`src/rtl/slt_pkg.sv`:
```
package slt_pkg;

	localparam int TABLE_ENTRIES = 16;
	localparam int IDX_W = (TABLE_ENTRIES > 1) ? $clog2(TABLE_ENTRIES) : 1;
	localparam int COUNT_W = 5;
	localparam int TOT_W = COUNT_W + 2;
	localparam logic [COUNT_W-1:0] COUNT_MAX = '1;

	localparam int QUEUE_DEPTH = 2;
	localparam int QPTR_W = (QUEUE_DEPTH > 1) ? $clog2(QUEUE_DEPTH) : 1;
	localparam int QCNT_W = $clog2(QUEUE_DEPTH + 1);

	localparam int PADDR_W = 4;

	localparam logic [1:0] REG_TIMEOUT = 2'd0;
	localparam logic [1:0] REG_MAGNET = 2'd1;
	localparam logic [1:0] REG_PIR = 2'd2;

	localparam logic [31:0] TIMEOUT_RESET = 32'd30000;
	localparam logic [7:0] MAGNET_CODE_RESET = 8'd1;
	localparam logic [7:0] PIR_CODE_RESET = 8'd2;

	localparam logic [1:0] ITEM_MSG = 2'd0;
	localparam logic [1:0] ITEM_SWEEP = 2'd1;
	localparam logic [1:0] ITEM_CLEAR = 2'd2;

	localparam logic [1:0] KIND_EMPTY = 2'd0;
	localparam logic [1:0] KIND_MAGNET = 2'd1;
	localparam logic [1:0] KIND_PIR = 2'd2;

	localparam logic [1:0] OP_NOP = 2'd0;
	localparam logic [1:0] OP_MSG = 2'd1;
	localparam logic [1:0] OP_SWEEP = 2'd2;
	localparam logic [1:0] OP_CLEAR = 2'd3;

	typedef struct packed {
		logic [1:0] kind;
		logic [7:0] sensor_type;
		logic [7:0] sensor_id;
		logic [31:0] now_ms;
	} item_t;

	typedef struct packed {
		logic accepted;
		logic renewed;
		logic is_new;
		logic any_expired;
		logic [COUNT_W-1:0] magnet_count;
		logic [COUNT_W-1:0] pir_count;
	} result_t;

	typedef struct packed {
		logic [1:0] op;
		logic [1:0] new_kind;
		logic accepted;
		logic [7:0] sensor_id;
		logic [31:0] now_ms;
	} cmd_t;

endpackage

```
`src/rtl/slt_front.sv`:
```
module slt_front (
	input  logic clk,
	input  logic arst_n,
	input  logic psel,
	input  logic penable,
	input  logic pwrite,
	input  logic [slt_pkg::PADDR_W-1:0] paddr,
	input  logic [31:0] pwdata,
	output logic [31:0] prdata,
	input  logic item_valid,
	output logic item_stall,
	input  slt_pkg::item_t item,
	output logic push,
	output slt_pkg::cmd_t cmd,
	input  logic queue_full,
	output logic [31:0] max_age
);

	logic [31:0] timeout_q;
	logic [7:0] magnet_code_q;
	logic [7:0] pir_code_q;
	logic [1:0] reg_idx;
	logic [1:0] new_kind;
	logic msg_ok;

	assign reg_idx = paddr[3:2];
	assign max_age = timeout_q;

	always_ff @(posedge clk or negedge arst_n) begin
		if (!arst_n) begin
			timeout_q <= slt_pkg::TIMEOUT_RESET;
			magnet_code_q <= slt_pkg::MAGNET_CODE_RESET;
			pir_code_q <= slt_pkg::PIR_CODE_RESET;
		end else if (psel && penable && pwrite) begin
			unique case (reg_idx)
				slt_pkg::REG_TIMEOUT: timeout_q <= pwdata;
				slt_pkg::REG_MAGNET: magnet_code_q <= pwdata[7:0];
				slt_pkg::REG_PIR: pir_code_q <= pwdata[7:0];
				default: ;
			endcase
		end
	end

	always_comb begin
		unique case (reg_idx)
			slt_pkg::REG_TIMEOUT: prdata = timeout_q;
			slt_pkg::REG_MAGNET: prdata = {24'd0, magnet_code_q};
			slt_pkg::REG_PIR: prdata = {24'd0, pir_code_q};
			default: prdata = 32'd0;
		endcase
	end

	// Magnet wins when both type registers hold the same code.
	always_comb begin
		priority if (item.sensor_type == magnet_code_q) begin
			new_kind = slt_pkg::KIND_MAGNET;
		end else if (item.sensor_type == pir_code_q) begin
			new_kind = slt_pkg::KIND_PIR;
		end else begin
			new_kind = slt_pkg::KIND_EMPTY;
		end
	end

	assign msg_ok = (new_kind != slt_pkg::KIND_EMPTY) && (item.sensor_id != 8'd0);

	always_comb begin
		cmd.new_kind = new_kind;
		cmd.sensor_id = item.sensor_id;
		cmd.now_ms = item.now_ms;
		cmd.accepted = 1'b0;
		unique case (item.kind)
			slt_pkg::ITEM_MSG: begin
				cmd.op = msg_ok ? slt_pkg::OP_MSG : slt_pkg::OP_NOP;
				cmd.accepted = msg_ok;
			end
			slt_pkg::ITEM_SWEEP: cmd.op = slt_pkg::OP_SWEEP;
			slt_pkg::ITEM_CLEAR: cmd.op = slt_pkg::OP_CLEAR;
			default: cmd.op = slt_pkg::OP_NOP;
		endcase
	end

	assign item_stall = queue_full;
	assign push = item_valid && !queue_full;

endmodule

```
`src/rtl/slt_queue.sv`:
```
module slt_queue (
	input  logic clk,
	input  logic arst_n,
	input  logic push,
	input  slt_pkg::cmd_t push_cmd,
	output logic full,
	input  logic pop,
	output logic cmd_valid,
	output slt_pkg::cmd_t cmd
);

	slt_pkg::cmd_t slot_q [slt_pkg::QUEUE_DEPTH];
	logic [slt_pkg::QPTR_W-1:0] wr_ptr_q;
	logic [slt_pkg::QPTR_W-1:0] rd_ptr_q;
	logic [slt_pkg::QCNT_W-1:0] count_q;
	logic do_push;
	logic do_pop;

	assign full = (count_q == slt_pkg::QCNT_W'(slt_pkg::QUEUE_DEPTH));
	assign cmd_valid = (count_q != '0);
	assign cmd = slot_q[rd_ptr_q];
	assign do_push = push && !full;
	assign do_pop = pop && cmd_valid;

	function automatic logic [slt_pkg::QPTR_W-1:0] ptr_inc(
		input logic [slt_pkg::QPTR_W-1:0] p
	);
		if (p == slt_pkg::QPTR_W'(slt_pkg::QUEUE_DEPTH - 1)) begin
			return '0;
		end
		return p + 1'b1;
	endfunction

	always_ff @(posedge clk) begin
		if (do_push) begin
			slot_q[wr_ptr_q] <= push_cmd;
		end
	end

	always_ff @(posedge clk or negedge arst_n) begin
		if (!arst_n) begin
			wr_ptr_q <= '0;
			rd_ptr_q <= '0;
			count_q <= '0;
		end else begin
			if (do_push) begin
				wr_ptr_q <= ptr_inc(wr_ptr_q);
			end
			if (do_pop) begin
				rd_ptr_q <= ptr_inc(rd_ptr_q);
			end
			if (do_push && !do_pop) begin
				count_q <= count_q + 1'b1;
			end else if (do_pop && !do_push) begin
				count_q <= count_q - 1'b1;
			end
		end
	end

endmodule

```
`src/rtl/slt_back.sv`:
```
module slt_back (
	input  logic clk,
	input  logic arst_n,
	input  logic cmd_valid,
	input  slt_pkg::cmd_t cmd,
	output logic pop,
	input  logic [31:0] max_age,
	output logic result_valid,
	input  logic result_stall,
	output slt_pkg::result_t result
);

	localparam logic [1:0] ST_IDLE = 2'd0;
	localparam logic [1:0] ST_SCAN = 2'd1;
	localparam logic [1:0] ST_SWEEP = 2'd2;
	localparam logic [1:0] ST_FINISH = 2'd3;

	logic [1:0] state_q;
	slt_pkg::cmd_t cmd_q;
	logic [slt_pkg::IDX_W-1:0] idx_q;
	logic [slt_pkg::IDX_W-1:0] hit_idx_q;
	logic [slt_pkg::IDX_W-1:0] empty_idx_q;
	logic hit_q;
	logic empty_found_q;
	logic expired_q;

	logic [1:0] kind_q [slt_pkg::TABLE_ENTRIES];
	logic [7:0] id_q [slt_pkg::TABLE_ENTRIES];
	logic [31:0] lease_q [slt_pkg::TABLE_ENTRIES];
	logic [slt_pkg::COUNT_W-1:0] magnet_q;
	logic [slt_pkg::COUNT_W-1:0] pir_q;

	logic out_valid_q;
	slt_pkg::result_t out_q;

	logic last;
	logic fin_ok;
	logic [31:0] age;
	logic expire;
	logic ins_ok;
	logic [slt_pkg::TOT_W-1:0] total;
	logic [slt_pkg::COUNT_W-1:0] magnet_next;
	logic [slt_pkg::COUNT_W-1:0] pir_next;
	slt_pkg::result_t res;

	assign pop = (state_q == ST_IDLE) && cmd_valid;
	assign last = (idx_q == slt_pkg::IDX_W'(slt_pkg::TABLE_ENTRIES - 1));
	assign fin_ok = !out_valid_q || !result_stall;
	assign result_valid = out_valid_q;
	assign result = out_q;

	// Lease age wraps with the millisecond clock.
	assign age = cmd_q.now_ms - lease_q[idx_q];
	assign expire = (id_q[idx_q] != 8'd0) && (age > max_age);

	assign total = slt_pkg::TOT_W'(magnet_q) + slt_pkg::TOT_W'(pir_q);
	assign ins_ok = (cmd_q.op == slt_pkg::OP_MSG) && !hit_q && empty_found_q &&
		(total < slt_pkg::TOT_W'(slt_pkg::TABLE_ENTRIES));

	always_comb begin
		magnet_next = magnet_q;
		pir_next = pir_q;
		if (cmd_q.op == slt_pkg::OP_CLEAR) begin
			magnet_next = '0;
			pir_next = '0;
		end else if (ins_ok) begin
			if (cmd_q.new_kind == slt_pkg::KIND_MAGNET) begin
				if (magnet_q < slt_pkg::COUNT_MAX) begin
					magnet_next = magnet_q + 1'b1;
				end
			end else if (pir_q < slt_pkg::COUNT_MAX) begin
				pir_next = pir_q + 1'b1;
			end
		end
	end

	always_comb begin
		res.accepted = cmd_q.accepted;
		res.renewed = (cmd_q.op == slt_pkg::OP_MSG) && hit_q;
		res.is_new = ins_ok;
		res.any_expired = expired_q;
		res.magnet_count = magnet_next;
		res.pir_count = pir_next;
	end

	always_ff @(posedge clk) begin
		if (state_q == ST_IDLE && cmd_valid) begin
			cmd_q <= cmd;
		end
		if (state_q == ST_FINISH && fin_ok) begin
			out_q <= res;
		end
	end

	always_ff @(posedge clk or negedge arst_n) begin
		if (!arst_n) begin
			state_q <= ST_IDLE;
			idx_q <= '0;
			hit_idx_q <= '0;
			empty_idx_q <= '0;
			hit_q <= 1'b0;
			empty_found_q <= 1'b0;
			expired_q <= 1'b0;
			magnet_q <= '0;
			pir_q <= '0;
			out_valid_q <= 1'b0;
			for (int i = 0; i < slt_pkg::TABLE_ENTRIES; i++) begin
				kind_q[i] <= slt_pkg::KIND_EMPTY;
				id_q[i] <= 8'd0;
				lease_q[i] <= 32'd0;
			end
		end else begin
			if (out_valid_q && !result_stall && !(state_q == ST_FINISH && fin_ok)) begin
				out_valid_q <= 1'b0;
			end
			unique case (state_q)
				ST_IDLE: begin
					if (cmd_valid) begin
						idx_q <= '0;
						hit_q <= 1'b0;
						empty_found_q <= 1'b0;
						expired_q <= 1'b0;
						unique case (cmd.op)
							slt_pkg::OP_MSG: state_q <= ST_SCAN;
							slt_pkg::OP_SWEEP: state_q <= ST_SWEEP;
							slt_pkg::OP_CLEAR, slt_pkg::OP_NOP: state_q <= ST_FINISH;
						endcase
					end
				end
				ST_SCAN: begin
					if (id_q[idx_q] == cmd_q.sensor_id) begin
						hit_q <= 1'b1;
						hit_idx_q <= idx_q;
						state_q <= ST_FINISH;
					end else begin
						if (kind_q[idx_q] == slt_pkg::KIND_EMPTY && !empty_found_q) begin
							empty_found_q <= 1'b1;
							empty_idx_q <= idx_q;
						end
						if (last) begin
							state_q <= ST_FINISH;
						end else begin
							idx_q <= idx_q + 1'b1;
						end
					end
				end
				ST_SWEEP: begin
					if (expire) begin
						// Only a decrement of a nonzero count marks the beat expired.
						if (kind_q[idx_q] == slt_pkg::KIND_PIR) begin
							if (pir_q != '0) begin
								pir_q <= pir_q - 1'b1;
								expired_q <= 1'b1;
							end
						end else if (kind_q[idx_q] == slt_pkg::KIND_MAGNET) begin
							if (magnet_q != '0) begin
								magnet_q <= magnet_q - 1'b1;
								expired_q <= 1'b1;
							end
						end
						kind_q[idx_q] <= slt_pkg::KIND_EMPTY;
						id_q[idx_q] <= 8'd0;
						lease_q[idx_q] <= 32'd0;
					end
					if (last) begin
						state_q <= ST_FINISH;
					end else begin
						idx_q <= idx_q + 1'b1;
					end
				end
				ST_FINISH: begin
					if (fin_ok) begin
						out_valid_q <= 1'b1;
						state_q <= ST_IDLE;
						magnet_q <= magnet_next;
						pir_q <= pir_next;
						if (cmd_q.op == slt_pkg::OP_MSG && hit_q) begin
							lease_q[hit_idx_q] <= cmd_q.now_ms;
						end else if (ins_ok) begin
							kind_q[empty_idx_q] <= cmd_q.new_kind;
							id_q[empty_idx_q] <= cmd_q.sensor_id;
							lease_q[empty_idx_q] <= cmd_q.now_ms;
						end
						if (cmd_q.op == slt_pkg::OP_CLEAR) begin
							for (int i = 0; i < slt_pkg::TABLE_ENTRIES; i++) begin
								kind_q[i] <= slt_pkg::KIND_EMPTY;
								id_q[i] <= 8'd0;
								lease_q[i] <= 32'd0;
							end
						end
					end
				end
			endcase
		end
	end

endmodule

```
`src/rtl/sensor_lease_table.sv`:
```
// Sensor lease table: sixteen entries of sensor kind, node id and lease time.
// Input channel (item, item_valid, item_stall) takes one beat per item: a
// sensor message, an expiry sweep or a table clear. Output channel (result,
// result_valid, result_stall) returns one beat per item, in order.
// The front classifies each beat against the type code registers and places
// it in a two-deep command queue; the back walks the table one entry a cycle.
// A clear or an ignored message skips the walk; a sweep visits every entry,
// and a message stops at the entry that holds its id. The back takes a new
// item from the queue only once it has finished the last one, so a sweep or
// a message whose id is not in the table keeps the back busy for the whole walk.
// Reset empties the table, zeroes both counts and loads the register defaults
// (timeout 30000 ms, magnet code 1, PIR code 2); the clear item empties the
// table the same way but keeps the registers.
// A stalled result holds in the output register; the back finishes no further
// item until it is taken, while the queue still absorbs up to two items.
// Registers over APB, 32-bit words: 0x0 lease timeout, 0x4 magnet code,
// 0x8 PIR code. Write them only while the block is idle.
module sensor_lease_table (
	input  logic clk,
	input  logic arst_n,
	input  logic psel,
	input  logic penable,
	input  logic pwrite,
	input  logic [slt_pkg::PADDR_W-1:0] paddr,
	input  logic [31:0] pwdata,
	output logic [31:0] prdata,
	output logic pready,
	input  logic item_valid,
	output logic item_stall,
	input  slt_pkg::item_t item,
	output logic result_valid,
	input  logic result_stall,
	output slt_pkg::result_t result
);

	logic push;
	slt_pkg::cmd_t push_cmd;
	logic queue_full;
	logic pop;
	logic cmd_valid;
	slt_pkg::cmd_t cmd;
	logic [31:0] max_age;

	assign pready = 1'b1;

	slt_front u_front (
		.clk(clk),
		.arst_n(arst_n),
		.psel(psel),
		.penable(penable),
		.pwrite(pwrite),
		.paddr(paddr),
		.pwdata(pwdata),
		.prdata(prdata),
		.item_valid(item_valid),
		.item_stall(item_stall),
		.item(item),
		.push(push),
		.cmd(push_cmd),
		.queue_full(queue_full),
		.max_age(max_age)
	);

	slt_queue u_queue (
		.clk(clk),
		.arst_n(arst_n),
		.push(push),
		.push_cmd(push_cmd),
		.full(queue_full),
		.pop(pop),
		.cmd_valid(cmd_valid),
		.cmd(cmd)
	);

	slt_back u_back (
		.clk(clk),
		.arst_n(arst_n),
		.cmd_valid(cmd_valid),
		.cmd(cmd),
		.pop(pop),
		.max_age(max_age),
		.result_valid(result_valid),
		.result_stall(result_stall),
		.result(result)
	);

endmodule

```
`config.mk`:
```
export PLATFORM = sky130hd
export DESIGN_NAME = sensor_lease_table
export DESIGN_NICKNAME = d
export VERILOG_FILES = /design/src/rtl/slt_pkg.sv /design/src/rtl/slt_front.sv /design/src/rtl/slt_queue.sv /design/src/rtl/slt_back.sv /design/src/rtl/sensor_lease_table.sv
export SDC_FILE = /design/constraint.sdc
export NUM_CORES = 2
export LEC_CHECK = 0
export ABC_CLOCK_PERIOD_IN_PS = 12100
export BUFFER_PORTS_ARGS = -buffer_cell sky130_fd_sc_hd__buf_2
export CAP_MARGIN = 20
export CORE_ASPECT_RATIO = 1.25
export CORE_MARGIN = 4
export CORE_UTILIZATION = 50
export CTS_CLUSTER_DIAMETER = 80
export DETAILED_ROUTE_END_ITERATION = 8
export PLACE_DENSITY = 0.68
export SYNTH_ARGS = -nofsm -noshare
export SYNTH_HDL_FRONTEND = slang
export SYNTH_SLANG_ARGS = --single-unit
export TNS_END_PERCENT = 5
```
`constraint.sdc`:
```
create_clock -name clk -period 12.1 [get_ports clk]
set_input_delay 1.21 -clock clk [delete_from_list [all_inputs] [get_ports clk]]
set_output_delay 1.21 -clock clk [all_outputs]
set_load 0.03 [all_outputs]
```
# After elaboration in Yosys (flattened, before gate mapping)
# Memories as Yosys holds them, arrays and structs flattened.
# Index checks and enable logic that the tools add are counted.
# classes
n_addsub,11
n_lt_le_gt_ge,10
eq_ne,37
mux,107
bitwise_logic,10
n_reduce_logical,61
# op_table
cell,count
512-bit 2-to-1 mux,5
512-bit bitwise mux,2
512-bit case mux with 2 select lines,1
128-bit 2-to-1 mux,5
512-bit bitwise AND,1
512-bit NOT,1
32-bit demux with 4-bit select,3
32-bit 2-to-1 mux,10
128-bit case mux with 2 select lines,1
128-bit bitwise AND,1
32-bit binary-select mux with 4-bit select,1
128-bit bitwise mux,1
128-bit NOT,1
32-bit case mux with 3 select lines,1
5-bit 2-to-1 mux,17
8-bit demux with 4-bit select,2
32-bit case mux with 2 select lines,1
32-bit bitwise AND,1
8-bit binary-select mux with 4-bit select,1
32-bit bitwise mux,1
32-bit > comparator,1
8-bit 2-to-1 mux,4
32-bit NOT,1
32-bit subtractor,1
other kinds (47),172
# totals
register_bits,811
ram_bits,90
out_inout_bits,49
elab_cells,312
memories,1
# memory_table
memory,depth,word_bits,read_ports,rd_ports_with_merged_regs,wr,line_no,source
u_queue.slot_q,2,45,1,0,1,slt_queue.sv:12,slt_pkg::cmd_t slot_q [slt_pkg::QUEUE_DEPTH];

# Longest topological paths before layout
# depth
word_depth,11
ltp_mapped,29

# Cells and area by module
# A second synthesis with hierarchy kept.
# hier_totals
cells_unflattened,3139
hier_area_um2,42868.6
# modules_own_cells
module,n_inst,cells_per_inst,area_each_um2,seq_area_each_um2
slt_back,1,2747,36483.7,19288.5
slt_queue,1,159,3647.2,2802.7
slt_front,1,231,2726.4,1212.4
sensor_lease_table,1,2,11.3,0.0

# Worst setup path after synthesis
# No wires, ideal clock.
# synth_timing
kind,register to register
start,register u_back.idx_q[1] (netlist name)
end,register u_back.id_q[10] (netlist name)
t_arrival_ns,7.237
slack_ns,4.731
path_stages_with_launch,28
synth_period_minus_slack_ns,7.369
path_cell_list,dfrtp_1 -> buf_1 -> buf_1 -> clkbuf_1 -> clkbuf_1 -> mux4_2 -> mux4_2 -> inv_1 -> ha_1 -> a21o_1 -> or3_1 -> o21ai_0 -> a211oi_1 -> a221o_1 -> a311o_1 -> a21oi_1 -> o311ai_0 -> ha_1 -> nand4_1 -> or2_0 -> or4_1 -> a31oi_1 -> o221ai_1 -> o22ai_2 -> buf_6 -> buf_8 -> nand3_4 -> o2bb2ai_1
# synth_via
elab_chain_len,9
word_cells_on_any_way,22
# synth_rtl
element,line_no,source
start: declaration,slt_back.sv:20,logic [slt_pkg::IDX_W-1:0] idx_q;
start signal: assignment,slt_back.sv:143,idx_q <= idx_q + 1'b1;
start signal: assignment,slt_back.sv:168,idx_q <= idx_q + 1'b1;
4-bit NOT with 5-bit output (not written as such) (*),"slt_back.sv:53, slt_back.sv:54, slt_back.sv:162",
32-bit binary-select mux with 4-bit select (tied with other cells),slt_back.sv:53,assign age = cmd_q.now_ms - lease_q[idx_q];
32-bit 2-to-1 mux (not written as such) or 1-bit logical AND (tied branches),"slt_back.sv:53, slt_back.sv:162",
32-bit 2-to-1 mux (not written as such) or 8-bit 2-to-1 mux (tied branches),"slt_back.sv:53, slt_back.sv:162",
32-bit subtractor or 8-bit demux with 4-bit select (tied branches),"slt_back.sv:53, slt_back.sv:162",
32-bit > comparator or 128-bit NOT (tied branches),--,
1-bit logical AND or 128-bit bitwise AND (tied branches),--,
2-bit by 1-bit inequality test with 1-bit output (no line) or 128-bit 2-to-1 mux (tied branches),--,
5-bit AND reduction (no line) or 128-bit case mux with 2 select lines (tied branches),--,
end signal: indexed assignment,slt_back.sv:181,id_q[empty_idx_q] <= cmd_q.sensor_id;
end: declaration,slt_back.sv:28,logic [7:0] id_q [slt_pkg::TABLE_ENTRIES];
# Mark *: on every way between the ends. The rest lies on a longest branch, timed or not. The select of a mux whose other input is x is not followed.
# A chain may end at the register's enable or synchronous reset.

# Final worst setup path
# layout_timing
start,register u_back.idx_q[1] (netlist name)
end,register u_back.lease_q[85] (netlist name)
# layout_via
elab_chain_len,9
word_cells_on_any_way,22
# layout_rtl
element,line_no,source
4-bit NOT with 5-bit output (not written as such) (*),"slt_back.sv:53, slt_back.sv:54, slt_back.sv:163",
32-bit binary-select mux with 4-bit select (tied with other cells),slt_back.sv:53,
32-bit 2-to-1 mux (not written as such) or 1-bit logical AND (tied branches),"slt_back.sv:53, slt_back.sv:163",
32-bit 2-to-1 mux (on tied branches),"slt_back.sv:53, slt_back.sv:163",
32-bit subtractor or 32-bit demux with 4-bit select (tied branches),"slt_back.sv:53, slt_back.sv:163",
32-bit > comparator or 512-bit NOT (tied branches),--,
1-bit logical AND or 512-bit bitwise AND (tied branches),--,
2-bit by 1-bit inequality test with 1-bit output (no line) or 512-bit 2-to-1 mux (tied branches),--,
4-bit AND reduction (no line) or 512-bit case mux with 2 select lines (tied branches),--,
end signal: indexed assignment,slt_back.sv:178,lease_q[hit_idx_q] <= cmd_q.now_ms;
end signal: indexed assignment,slt_back.sv:182,lease_q[empty_idx_q] <= cmd_q.now_ms;
end: declaration,slt_back.sv:29,logic [31:0] lease_q [slt_pkg::TABLE_ENTRIES];
# Marked as above.

==> out/metrics.cfg <==
[sta]
slew-limit-headroom_pct = 19.3
finalMaxSlewViolations = 0
period_needed_ns = 10.43
grt_setup_unrepaired = false
fin_tns_setup_ns = 0
worst-slew-pin-transition_ns = 1.21
achievable-frequency_mhz = 95.9
finClkSkew_ns = 0.0249
hold_violations = 0
report.final.setup_viol = 0
layout_worst_path_cycle_share_pct = 86.2

[global_routing]
globalRoute.totalOverflow = 0
vias_in_the_first_global_route = 31700
grt_busiest_layer = met2
grt_util_met2_pct = 45.4
gr-usage-met1_pct = 36.5
first_pass_grt_wire_length_um = 195000
antenna_violations_before_repair = 2
grt_max_degree = 217
global_route.usage.met3_pct = 5.30
globalRouteTotalUtil_pct = 28.3

[critical_path]
critical_path_arrival_ns = 10.93
r2r_cells = 22
worst_path_largest_cell_delay_ns = 1.07
r2r_start = u_back.idx_q[1]
path_max_fanout = 45
critical-path-slowest-cell = sky130_fd_sc_hd__nand4_4
timing.critical_path.required_ns = 12.60
worstReg2RegEnd = u_back.lease_q[85]
path_cells = buf_4 -> mux4_2 -> mux4_2 -> inv_1 -> ha_1 -> o211ai_1 -> a21oi_1 -> o21ai_0 -> a211oi_1 -> a221o_1 -> a311o_1 -> a21oi_1 -> o311ai_0 -> ha_1 -> nand4_1 -> or2_0 -> or4_1 -> a31oi_1 -> o221ai_1 -> o22ai_4 -> nand4_4 -> o2bb2ai_1
cp-start-kind = register
reg2reg_slack_ns = 1.67
setup.worst_path.class = register to register
setup.worst_path.end_class = register
critPathTopFamily = compound AO/OA/AOI/OAI gates
worstPathBufferInverterCount = 2

[logic_synthesis]
synth_nets = 3304
synth-simple-area-share_pct = 6.03
yosysSeqAreaShare_pct = 54.8
ys_async_rst_share_pct = 83.5
total_of_flip_flops_plus_latches_after_synthesis = 901
synth_warnings = 0
synth.distinct_cells = 89
mappedNetlistArea_um2 = 42500
synthesis.instances = 3126
dominantRegCellSynth = sky130_fd_sc_hd__dfrtp_1
yosys.area_share.adder_pct = 2.52
synth-compound-area-share_pct = 18.1
avgSynthCellArea_um2 = 13.6
post_synth_xor_area_fraction_pct = 1.17
synth-edff-count = 149
synth_top_family_by_area = compound AO/OA/AOI/OAI gates
synth_mux_area_share_pct = 13.5

[clock_network]
cts.sink_count = 901
tritoncts.num_buffers = 92
ctsHtreeMaxLevel = 3
cts_root_buffer = sky130_fd_sc_hd__clkbuf_16
post_cts_buffers = 0
clk_transition_reported_paths_ns = 0.06
clk_path_buf_depth = 3
cts_resized = 0
clock_insertion_delay_worst_skew_ns = 0.65
ctsHoldBuffers = 0
tritoncts = built

[floorplan]
floorplan.rows = 119
initial_utilization_pct = 50.4
die_area_um2 = 89800
fp.dieH_um = 334
io_pins = 142
floorplan.core_area_um2 = 84300
dieWidth_um = 269

[routing]
drtAntennaViolNets = 0
first_pass_iteration_count_of_the_detailed_router = 7
route.detailed.drc = 0
totalWireLength_um = 127000
drt_first_iter_violations = 3056
vias = 29900
per_cell_routed_wire_length_um = 29.3
post_drt_via_cell_ratio = 6.91

[hold_path]
whs_endpoint = u_back.result[13]
hold_path.startpoint = u_back.cmd_q[40]
holdCritPathClass = register to register
worst_hold_path.num_cells = 0

[layout]
final.fill_count = 6652
drive_gt1_share_pct = 22.0
areaGrowthSynthToFinish_pct = 11.2
layout.cell_area.non_filler_um2 = 47200
final_common_cell = sky130_fd_sc_hd__dfrtp_1
layout.nets = 3336
highest_count_cells_in_the_layout_ignoring_fill_and_taps = sky130_fd_sc_hd__dfrtp_1, sky130_fd_sc_hd__o2bb2ai_1, sky130_fd_sc_hd__mux4_2, sky130_fd_sc_hd__nand2_1, sky130_fd_sc_hd__edfxtp_1

[placement]
detailed_place_hpwl_um = 76200
io_buf_count = 138
gp_congestion = 0.923
detailed_place.area_um2 = 43800

[pwr]
vdd.ir_drop.worst_uv = 169
cellLeakagePower_nw = 19.0
pwr_density_cell_nw_per_um2 = 252

[job]
max-cap-violations = 0

[status]
outcome = finished, final reports clean

cells in the mapped netlist, types with 35 or more instances:
library cell,n,area share [%]
sky130_fd_sc_hd__a21oi_1,64,0.75
sky130_fd_sc_hd__buf_2,80,0.94
sky130_fd_sc_hd__buf_4,35,0.62
sky130_fd_sc_hd__clkbuf_1,110,0.97
sky130_fd_sc_hd__dfrtp_1,743,44
sky130_fd_sc_hd__edfxtp_1,149,11
sky130_fd_sc_hd__ha_1,84,2.5
sky130_fd_sc_hd__inv_1,88,0.78
sky130_fd_sc_hd__mux2_2,77,2.0
sky130_fd_sc_hd__mux4_2,202,11
sky130_fd_sc_hd__nand2_1,184,1.6
sky130_fd_sc_hd__nand3_1,38,0.45
sky130_fd_sc_hd__nor2_1,64,0.57
sky130_fd_sc_hd__nor3_1,57,0.67
sky130_fd_sc_hd__o21ai_0,88,1.0
sky130_fd_sc_hd__o2bb2ai_1,672,14
sky130_fd_sc_hd__xnor2_1,41,0.84
flip-flops by register name, summed over array words and instances (netlist names), 2 cells and up:
signal	count
u_back.cmd_q	45
u_back.empty_idx_q	4
u_back.hit_idx_q	4
u_back.id_q	128
u_back.idx_q	4
u_back.kind_q	32
u_back.lease_q	512
u_back.magnet_q	5
u_back.pir_q	5
u_back.result	14
u_back.state_q	2
u_front.magnet_code_q	8
u_front.max_age	32
u_front.pir_code_q	8
u_queue.count_q	2
u_queue.slot_q	90
metal layers:
layer  part of all wire [%]  vias up
li1                       -    12300
met1                     38    15600
met2                     48     1631
met3                    8.1      428
met4                    6.5        0
met5                      0        -
where the power goes:
group	internal, W	switching (W)
sequential	0.00369	0.000500
clock	0.00185	0.00123
combinational	0.00167	0.00297
total	0.00721	0.00470
worst max path at each step:
stage                         endpoint  slack (ns)            start  cells after the start
floorplan              u_back.id_q[10]        4.73  u_back.idx_q[1]                     27
finish              u_back.lease_q[85]        1.67  u_back.idx_q[1]                     22
detailed placement  u_back.lease_q[85]        1.90  u_back.idx_q[0]                     22
global placement    u_back.lease_q[60]        2.07  u_back.idx_q[0]                     22
global route        u_back.lease_q[92]        1.34  u_back.idx_q[0]                     23
CTS                 u_back.lease_q[84]        1.88  u_back.idx_q[0]                     22
kinds of logic (layout without fill, tap and decap cells):
logic type / count (synthesis) / in the layout
xor+xnor: 57 / 57
simple gates: 480 / 480
other cells: 1 / 3
fa+ha+maj: 85 / 85
flops: 901 / 901
buf+inv: 345 / 456
compound gates: 949 / 949
mux: 308 / 308
area by class of cell:
| type | instances | area [µm²] | share of cell area, % |
|---|---|---|---|
| Antenna cell | 2 | 5.00 | 0.0106 |
| Clock buffer | 122 | 2580 | 5.45 |
| Clock inverter | 51 | 714 | 1.51 |
| Inverter | 91 | 342 | 0.723 |
| Multi-Input combinational cell | 1880 | 17700 | 37.5 |
| Sequential cell | 901 | 23300 | 49.4 |
| Tap cell | 1089 | 1360 | 2.88 |
| Timing Repair Buffer | 192 | 1200 | 2.55 |
metrics by stage:
stage	std cells	hold WS (ns)	total power, W	worst slack, ns	utilization, %
after global placement	4146	0.419	0.00859	2.07	52.0
after CTS	4320	0.442	0.0119	1.88	55.9
final	4328	0.438	0.0119	1.67	56.1
after floorplan	3126	0.400	0.00732	4.73	-
after detailed placement	4147	0.427	0.00878	1.90	52.0
after global routing	4327	0.441	0.0125	1.34	56.1
(Power assumes the default switching activity.)
